[src/rtl/sga_pkg.sv]
// ---------------------------------------------------------------------------
// sga_pkg
// Shared types, constants and helper functions of the staggered grid average
// block.
// ---------------------------------------------------------------------------
`default_nettype none

package sga_pkg;

  // Grid size and sample storage.
  localparam int MAX_EXTENT_X = 32;
  localparam int MAX_EXTENT_Y = 32;
  localparam int MAX_EXTENT_Z = 32;
  localparam int SAMPLE_WIDTH = 32;

  // Address bits per axis; the grid is laid out as {z, y, x}.
  localparam int AX_W   = (MAX_EXTENT_X > 1) ? $clog2(MAX_EXTENT_X) : 1;
  localparam int AY_W   = (MAX_EXTENT_Y > 1) ? $clog2(MAX_EXTENT_Y) : 1;
  localparam int AZ_W   = (MAX_EXTENT_Z > 1) ? $clog2(MAX_EXTENT_Z) : 1;
  localparam int ADDR_W = AX_W + AY_W + AZ_W;
  localparam int DEPTH  = 2 ** ADDR_W;

  // Up to eight samples are summed, so three guard bits suffice.
  localparam int SUM_W = SAMPLE_WIDTH + 3;

  // Fixed field widths of the stream and configuration ports.
  localparam int COORD_W    = 5;
  localparam int VALUE_W    = 32;
  localparam int EXTENT_W   = 6;
  localparam int SMODE_W    = 4;
  localparam int IN_DATA_W  = 48;
  localparam int OUT_DATA_W = 32;
  localparam int CFG_IDX_W  = 2;
  localparam int CFG_DATA_W = 6;

  typedef enum logic [CFG_IDX_W-1:0] {
    REG_EXTENT_X     = 2'd0,
    REG_EXTENT_Y     = 2'd1,
    REG_EXTENT_Z     = 2'd2,
    REG_STAGGER_MODE = 2'd3
  } reg_index_t;

  typedef struct packed {
    logic [EXTENT_W-1:0] extent_x;
    logic [EXTENT_W-1:0] extent_y;
    logic [EXTENT_W-1:0] extent_z;
    logic [SMODE_W-1:0]  stagger_mode;
  } cfg_t;

  typedef enum logic [1:0] {
    DIR_NONE  = 2'd0,
    DIR_PLUS  = 2'd1,
    DIR_MINUS = 2'd2
  } dir_t;

  typedef struct packed {
    dir_t x;
    dir_t y;
    dir_t z;
  } dirs_t;

  typedef enum logic [1:0] {
    ST_IDLE,
    ST_READ,
    ST_ACC,
    ST_FINISH
  } state_t;

  // Neighbour direction of each axis for a staggering mode. Undefined modes
  // shift nothing, so the query returns the sample at the point itself.
  function automatic dirs_t stagger_dirs(input logic [SMODE_W-1:0] m);
    dirs_t d;
    d = '{x: DIR_NONE, y: DIR_NONE, z: DIR_NONE};
    case (m)
      4'd0:    d.x = DIR_PLUS;
      4'd1:    d.y = DIR_PLUS;
      4'd2:    d.z = DIR_PLUS;
      4'd3:    begin d.x = DIR_PLUS;  d.y = DIR_PLUS;  end
      4'd4:    begin d.x = DIR_PLUS;  d.z = DIR_PLUS;  end
      4'd5:    begin d.y = DIR_PLUS;  d.z = DIR_PLUS;  end
      4'd6:    begin d.x = DIR_PLUS;  d.y = DIR_PLUS;  d.z = DIR_PLUS; end
      4'd7:    begin d.x = DIR_MINUS; d.y = DIR_PLUS;  end
      4'd8:    begin d.x = DIR_MINUS; d.z = DIR_PLUS;  end
      4'd9:    begin d.x = DIR_PLUS;  d.y = DIR_MINUS; end
      4'd10:   begin d.y = DIR_MINUS; d.z = DIR_PLUS;  end
      4'd11:   begin d.x = DIR_PLUS;  d.z = DIR_MINUS; end
      4'd12:   begin d.y = DIR_PLUS;  d.z = DIR_MINUS; end
      default: d = '{x: DIR_NONE, y: DIR_NONE, z: DIR_NONE};
    endcase
    return d;
  endfunction

  // Neighbour along one axis, held at the point on the upper edge and at
  // zero on the lower edge.
  function automatic logic [COORD_W-1:0] neighbour(input logic [COORD_W-1:0] c,
                                                   input logic [EXTENT_W-1:0] ext,
                                                   input dir_t d);
    logic [COORD_W:0] up;
    logic [COORD_W-1:0] r;
    up = {1'b0, c} + 1'b1;
    case (d)
      DIR_PLUS:  r = (up >= ext) ? c : up[COORD_W-1:0];
      DIR_MINUS: r = (c == '0) ? '0 : c - 1'b1;
      default:   r = c;
    endcase
    return r;
  endfunction

endpackage

`default_nettype wire

[src/rtl/sga_core.sv]
// ---------------------------------------------------------------------------
// sga_core
// Sequencer of the grid: stores samples, walks the neighbour corners of a
// query through the memory read port, accumulates and holds the result.
// ---------------------------------------------------------------------------
`default_nettype none

module sga_core
  import sga_pkg::*;
(
  input  wire logic                    clk,
  input  wire logic                    rst,
  input  wire cfg_t                    cfg,
  input  wire logic                    s_tvalid,
  output logic                         s_tready,
  input  wire logic [IN_DATA_W-1:0]    s_tdata,
  input  wire logic [0:0]              s_tuser,
  output logic                         m_tvalid,
  input  wire logic                    m_tready,
  output logic      [OUT_DATA_W-1:0]   m_tdata,
  output logic      [0:0]              m_tuser,
  output logic                         ram_we,
  output logic      [ADDR_W-1:0]       ram_waddr,
  output logic      [SAMPLE_WIDTH-1:0] ram_wdata,
  output logic      [ADDR_W-1:0]       ram_raddr,
  input  wire logic [SAMPLE_WIDTH-1:0] ram_rdata
);

  state_t state, state_next;

  logic [EXTENT_W-1:0] ex, ey, ez;
  logic [COORD_W-1:0]  in_x, in_y, in_z;
  logic [VALUE_W-1:0]  in_value;
  logic                in_query, in_range, accept;
  dirs_t               dirs;
  logic [2:0]          in_mask;

  // Query context.
  logic [COORD_W-1:0]  px, py, pz, nx, ny, nz;
  logic [2:0]          mask;
  logic [1:0]          axes;
  logic [2:0]          corner;
  logic                rd_pending;
  logic                err;
  logic signed [SUM_W-1:0] acc;
  logic signed [SUM_W-1:0] mean;

  logic [COORD_W-1:0]  cx, cy, cz;
  logic                out_free;

  assign ex = (int'(cfg.extent_x) > MAX_EXTENT_X) ? EXTENT_W'(MAX_EXTENT_X) : cfg.extent_x;
  assign ey = (int'(cfg.extent_y) > MAX_EXTENT_Y) ? EXTENT_W'(MAX_EXTENT_Y) : cfg.extent_y;
  assign ez = (int'(cfg.extent_z) > MAX_EXTENT_Z) ? EXTENT_W'(MAX_EXTENT_Z) : cfg.extent_z;

  assign in_x     = s_tdata[COORD_W-1:0];
  assign in_y     = s_tdata[2*COORD_W-1:COORD_W];
  assign in_z     = s_tdata[3*COORD_W-1:2*COORD_W];
  assign in_value = s_tdata[3*COORD_W+VALUE_W-1:3*COORD_W];
  assign in_query = s_tuser[0];
  assign in_range = ({1'b0, in_x} < ex) && ({1'b0, in_y} < ey) && ({1'b0, in_z} < ez);
  assign accept   = s_tvalid && s_tready;

  assign dirs    = stagger_dirs(cfg.stagger_mode);
  assign in_mask = {dirs.z != DIR_NONE, dirs.y != DIR_NONE, dirs.x != DIR_NONE};

  assign out_free = !m_tvalid || m_tready;

  // Corner bit k selects the neighbour on axis k.
  assign cx = corner[0] ? nx : px;
  assign cy = corner[1] ? ny : py;
  assign cz = corner[2] ? nz : pz;

  assign mean = acc >>> axes;

  // Next state.
  always_comb begin
    state_next = state;
    case (state)
      ST_IDLE: begin
        if (accept && in_query) begin
          state_next = in_range ? ST_READ : ST_FINISH;
        end
      end
      ST_READ: begin
        if (corner == mask) begin
          state_next = ST_ACC;
        end
      end
      ST_ACC: state_next = ST_FINISH;
      ST_FINISH: begin
        if (out_free) begin
          state_next = ST_IDLE;
        end
      end
      default: state_next = ST_IDLE;
    endcase
  end

  // Outputs. Writes happen only in idle and the reads that a query sums only
  // outside idle, so a summed read never meets a write in the same cycle.
  always_comb begin
    s_tready  = 1'b0;
    ram_we    = 1'b0;
    ram_waddr = {AZ_W'(in_z), AY_W'(in_y), AX_W'(in_x)};
    ram_wdata = SAMPLE_WIDTH'(signed'(in_value));
    ram_raddr = {AZ_W'(cz), AY_W'(cy), AX_W'(cx)};
    case (state)
      ST_IDLE: begin
        s_tready = 1'b1;
        ram_we   = s_tvalid && !in_query && in_range;
      end
      default: begin
        s_tready = 1'b0;
        ram_we   = 1'b0;
      end
    endcase
  end

  always_ff @(posedge clk) begin
    if (rst) begin
      state      <= ST_IDLE;
      rd_pending <= 1'b0;
      m_tvalid   <= 1'b0;
    end else begin
      state      <= state_next;
      rd_pending <= (state == ST_READ);
      if (state == ST_FINISH && out_free) begin
        m_tvalid <= 1'b1;
      end else if (m_tready) begin
        m_tvalid <= 1'b0;
      end
    end
  end

  always_ff @(posedge clk) begin
    if (state == ST_IDLE && accept && in_query) begin
      px     <= in_x;
      py     <= in_y;
      pz     <= in_z;
      nx     <= neighbour(in_x, ex, dirs.x);
      ny     <= neighbour(in_y, ey, dirs.y);
      nz     <= neighbour(in_z, ez, dirs.z);
      mask   <= in_mask;
      axes   <= 2'($countones(in_mask));
      corner <= '0;
      err    <= !in_range;
      acc    <= '0;
    end else begin
      if (state == ST_READ) begin
        // Step to the next subset of the shifted axes.
        corner <= ((corner | ~mask) + 3'd1) & mask;
      end
      if (rd_pending) begin
        acc <= acc + SUM_W'(signed'(ram_rdata));
      end
    end
    if (state == ST_FINISH && out_free) begin
      m_tdata <= err ? '0 : OUT_DATA_W'(mean);
      m_tuser <= err;
    end
  end

endmodule

`default_nettype wire

[config.mk]
export PLATFORM = sky130hd
export DESIGN_NAME = sga_core
export DESIGN_NICKNAME = d
export VERILOG_FILES = /design/src/rtl/sga_pkg.sv /design/src/rtl/sga_core.sv
export SDC_FILE = /design/constraint.sdc
export NUM_CORES = 1
export LEC_CHECK = 0
export ABC_AREA = 1
export BUFFER_PORTS_ARGS = -buffer_cell sky130_fd_sc_hd__buf_2
export CAP_MARGIN = 20
export CELL_PAD_IN_SITES_DETAIL_PLACEMENT = 1
export CELL_PAD_IN_SITES_GLOBAL_PLACEMENT = 2
export CORE_UTILIZATION = 30
export DETAILED_ROUTE_END_ITERATION = 7
export PLACE_DENSITY = 0.87
export SYNTH_ARGS = -nofsm -noshare
export SYNTH_HDL_FRONTEND = slang
export SYNTH_SLANG_ARGS = --single-unit
[constraint.sdc]
create_clock -name clk -period 4 [get_ports clk]
set_input_delay 1.2 -clock clk [delete_from_list [all_inputs] [get_ports clk]]
set_output_delay 1.2 -clock clk [all_outputs]
set_load 0.1 [all_outputs]
; ---- After elaboration in Yosys (flattened, before gate mapping)
; Index checks and enable logic that the tools add are counted.
[totals]
reg_bits = 111
input_bits = 107
output_inout_bits = 98
elab_cells = 120
[op_classes]
add_sub_neg = 10
order_cmp = 9
n_eq_ne = 25
shift = 1
muxes = 27
n_bitwise = 3
n_reduce_logical = 29
[op_table]
columns = cell, count
row1 = 2-to-1 mux 5 bit, 9
row2 = adder 35 x 32 -> 35 bit, 1
row3 = >>> shifter 35 x 2 -> 32 bit, 1
row4 = case mux 5 bit (2 select lines), 3
row5 = equality test 4 bit (second input constant), 5
row6 = adder 5 x 1 -> 6 bit (second input constant), 3
row7 = >= comparator 6 bit, 3
row8 = greater-than comparator 6 bit (second input constant), 3
row9 = < comparator 5 x 6 -> 1 bit, 3
row10 = 2-to-1 mux 6 bit, 3
row11 = OR reduction 6 bit, 3
row12 = equality test 4 x 3 -> 1 bit (second input constant), 4
row13 = zero test 5 bit, 3
row14 = subtractor 5 x 1 -> 5 bit (second input constant), 3
row15 = case mux 2 bit (2 select lines), 3
row16 = equality test 2 bit (second input constant), 5
row17 = logical AND 1 bit, 9
row18 = equality test 2 x 1 -> 1 bit (second input constant), 4
row19 = equality test 4 x 2 -> 1 bit (second input constant), 2
row20 = 2-to-1 mux 2 bit, 4
row21 = case mux 2 bit (4 select lines), 1
row22 = nonzero test 2 bit, 4
row23 = inequality test 2 bit (second input constant), 3
row24 = OR reduction 2 bit, 3
row25 = 14 further kinds, 19

; ---- Depth between registers and ports, before layout
[depth]
depth_word = 8
mapped_depth = 16
ltp_nobuf = 16

; ---- Worst setup path after synthesis
; Ideal clock, no wire load.
[synth_path]
kind = input port to output port
start = in cfg[18] (netlist name)
end = out ram_we
arrival_ps = 4349
required_time_ps = 2800
path_slack_ps = -1549
path_stages = 10
n_path_buf = 0
cell_sequence = nor3_1 > nand2_1 > a21boi_0 > ha_1 > inv_1 > a21oi_1 > nor2_1 > a211oi_1 > nand3_1 > nor3_1
[synth_via]
elab_chain_len = 7
[synth_rtl]
columns = item, line
row1 = from (decl), sga_core.sv:13  ; input wire cfg_t cfg,
row2 = greater-than comparator 6 bit, sga_core.sv:51  ; assign ex = (int'(cfg.extent_x) > MAX_EXTENT_X) ? EXTENT_W'(MAX_EXTENT_X) : cfg.extent_x;
row3 = 2-to-1 mux 6 bit (*), sga_core.sv:51
row4 = < comparator 5 x 6 -> 1 bit (*), sga_core.sv:60  ; assign in_range = ({1'b0, in_x} < ex) && ({1'b0, in_y} < ey) && ({1'b0, in_z} < ez);
row5 = logical AND 1 bit (*) (2 in series), sga_core.sv:60
row6 = logical AND 1 bit (*), sga_core.sv:110  ; ram_we = s_tvalid && !in_query && in_range;
row7 = 2-to-1 mux 1 bit (*), sga_core.sv:107  ; case (state)
row8 = to (decl), sga_core.sv:22  ; output logic ram_we,
; Every way passes the cells marked *; elsewhere a longest branch is shown, timed or not.

; ---- Final worst setup path
[layout_path]
start = in cfg[20] (netlist name)
end = out ram_we
; The elaborated chain is that of the path after synthesis.

==> key figures <==
Floorplan
  • Site row count: 64
  • Die width: 180.4 µm
  • Area of the core: 30910 µm²
  • Die ar.: 32540 µm²
  • Die Y: 180.4 µm
  • Initial core utilization: 0.3088
  • Total I/O pin count: 205

Layout
  • Area Growth Syn to Fin: 16.11%
  • Final #Nets: 1721
  • Fillers: 4023
  • Register area: 2913 µm²
  • Multi-input gate area: 5368 µm²
  • Share of cells above drive strength 1: 0.1651

Clocking
  • Clock transition at path regs: 0.07 ns
  • Sink Count: 111
  • TritonCTS buffer count: 9
  • Root Buffer: clkbuf_16
  • Post-CTS Hold Buffers: 0
  • CTS tree: built
  • Clk buf depth: 2
  • H-tree Lvls: 3
  • Clock latency at the later pin of the worst-skew pair: 0.37 ns

Logic synthesis
  • Synth warn: 0
  • Syn Inst Count: 1392
  • Syn nets: 1592
  • Unique masters post-synth: 36
  • Sequential share of the synthesized area: 0.3052
  • Cell Area, Synth: 9545 µm²
  • Ys async rst share: 0
  • Synth Flop Type: edfxtp_1
  • Flops & latches, synth: 111
  • Syn avg cell area: 6.857 µm²
  • Number of synthesized flops with an enable pin: 69

STA
  • Final hold vios: 0
  • Min Tclk post-route: 4.178 ns
  • Final setup violation count: 1
  • Fin. max-slew vios: 0
  • Setup WS post-layout: -0.1785 ns
  • Period utilisation layout: 1.045
  • Worst hold slack: 0.5582 ns
  • Worst Skew: 0.01297 ns
  • Slew @ Worst Pin: 1.012 ns
  • RSZ-0062 raised after global routing: yes
  • Slew HR: 0.3244
  • Fmax: 239.3 MHz
  • Setup tns final: -0.1785 ns

Setup path
  • Crit end category: output port
  • Type of origin of the critical path: primary input
  • CP Data Required Time: 2.80 ns
  • Crit Path Max Fanout: 2
  • R2R cell count: 5
  • Kind of critical path: primary input to output port
  • Critical Path AT: 2.98 ns

Power
  • Final Power: 6.869 mW
  • Pleak: 5.772 nW
  • VDD IR max: 0.4184 mV
  • PwrDens: 619.8 nW/µm²

Drt
  • Vias: 9131
  • Final ANT Viol Nets: 0
  • Wire per inst: 14.92 µm
  • Routed WL: 28.69 mm
  • Iter 0 DRT Violations: 393
  • Detailed Routing Iterations Pass 1: 5
  • DR vias/cell: 4.748
  • Post-route DRC violation count: 0

Min path
  • Worst hold path type: register to register
  • Worst hold stages: 2

Global route
  • Initial antenna violation count: 1
  • Number of global-route vias before repair: 9360
  • Met1 usage in global routing: 0.2225
  • GRT overflow: 0
  • Top Usage Layer GRT: met2
  • Met2 Use GR: 0.3208
  • First-pass GRT wire length: 46.87 mm
  • GR Util met3: 0.02789
  • Pin count of the biggest net entering global routing: 38
  • Total GRT Usage: 0.1786

Run
  • Max_cap viols: 0

Outcome
  • Failing checks: negative setup slack
  • Run status: finished, violations left

Placed design
  • Post-DP HPWL: 23.54 mm
  • Port Buffer Count: 139
  • Pre-CTS setup slack: -0.4456 ns
  • Gpl congestion: 0.8734
==> layout make-up <==
type	count	share of cell area
multi-input cells	979	0.4843
flip-flops and latches	111	0.2628
repair buffers	193	0.1025
inverters	227	0.07722
well taps	396	0.04471
clock buffers	9	0.02032
clock inverters	7	0.007902
diodes	1	0.0002258
==> worst max-delay path, stage by stage <==
cell,delay (ns)
buf_6,0.09
nor3_2,0.15
nand2_1,0.10
a21boi_2,0.18
ha_2,0.20
inv_2,0.04
a21oi_2,0.17
nor2_2,0.06
a211oi_2,0.25
nand3_2,0.15
nor3_4,0.17
buf_12,0.20
==> routing by layer <==
metal	vias to the layer above	share of wire
met5	-	0
met4	0	0.011
met3	20	0.043
met2	135	0.49
met1	4279	0.46
li1	4697	-
==> where the power goes <==
part           internal [mW]  switching (mW)  leakage [nW]
clock                  0.499           0.470         0.146
sequential              1.55           0.298         0.989
combinational           1.14            2.91          4.64
total                   3.19            3.68          5.77
==> sequential cells by signal, indices dropped and copies added (netlist names) <==
signal and flops:
acc 35, nx 5, state 2, err 1
corner 3, m_tuser 1, py 5, nz 5
m_tvalid 1, rd_pending 1, px 5, axes 2
ny 5, m_tdata 32, pz 5, mask 3
==> cell families (layout without fill, tap and decap cells) <==
group           Yosys count  after routing  synth area share
other cells               0              1                 0
fa+ha+maj                93             93            0.1235
flops                   111            111            0.3052
compound gates          232            232            0.1393
buf+inv                 302            436            0.1378
xor+xnor                 28             28           0.02569
simple gates            626            626            0.2686
==> worst paths after layout <==
| path | startpoint | end | slack [ns] |
|---|---|---|---|
| max | cfg[20] | ram_we | -0.18 |
| min reg2reg | m_tvalid | m_tvalid | 0.56 |
| min | m_tvalid | m_tvalid | 0.56 |
| max reg2reg | axes[1] | m_tdata[30] | 1.70 |
==> cells in the mapped netlist (15+ instances only) <==
master,count,area share
nor3_1,15,0.0079
xor2_1,23,0.021
ha_1,91,0.12
buf_4,47,0.037
edfxtp_1,69,0.22
clkbuf_1,20,0.0079
o21ai_0,69,0.036
nand3_1,55,0.029
o211ai_1,25,0.020
nand2_1,434,0.17
a21oi_1,89,0.047
inv_1,222,0.087
dfxtp_1,42,0.088
nor2_1,87,0.034
==> stage by stage <==
step           utilization  std cells  area, µm²
3_3_place_gp        0.3454       1900      10680
2_1_floorplan            -       1392       9560
3_5_place_dp        0.3454       1900      10680
5_1_grt             0.3585       1922      11080
4_1_cts             0.3574       1919      11050
6_report            0.3586       1923      11080
==> placed cells by master, fill, tap and decap left out, types with 4 or more instances in the layout <==
| cell | Yosys | layout |
|---|---|---|
| nand4_1 | 7 | 7 |
| a211oi_1 | 5 | 4 |
| nor2_2 | 7 | 8 |
| o211ai_1 | 25 | 25 |
| o21bai_1 | 11 | 11 |
| nor3_1 | 15 | 13 |
| edfxtp_1 | 69 | 69 |
| a31oi_1 | 6 | 6 |
| a21oi_1 | 89 | 87 |
| ha_1 | 91 | 90 |
| nand2_2 | 11 | 11 |
| nor2_1 | 87 | 86 |
| nand3_2 | 6 | 7 |
| xnor2_1 | 5 | 5 |
| xor2_1 | 23 | 23 |
| buf_4 | 47 | 53 |
| buf_2 | 4 | 136 |
| inv_1 | 222 | 221 |
| a22oi_1 | 12 | 12 |
| dfxtp_1 | 42 | 42 |
| inv_2 | 3 | 4 |
| nand3_1 | 55 | 54 |
| o21ai_0 | 69 | 69 |
| nand2_1 | 434 | 434 |
| nor3_2 | 3 | 4 |
| clkbuf_16 | 0 | 9 |
==> repair_timing <==
action | CTS | global route
hold endpoints to repair | 0 | 0
endpoints found under the setup margin | 1 | 1
pin swaps | 9 | 3
setup buffers | 3 | 2
gates resized for setup | 9 | 1
Note: power is estimated with default switching activity, not from simulation.
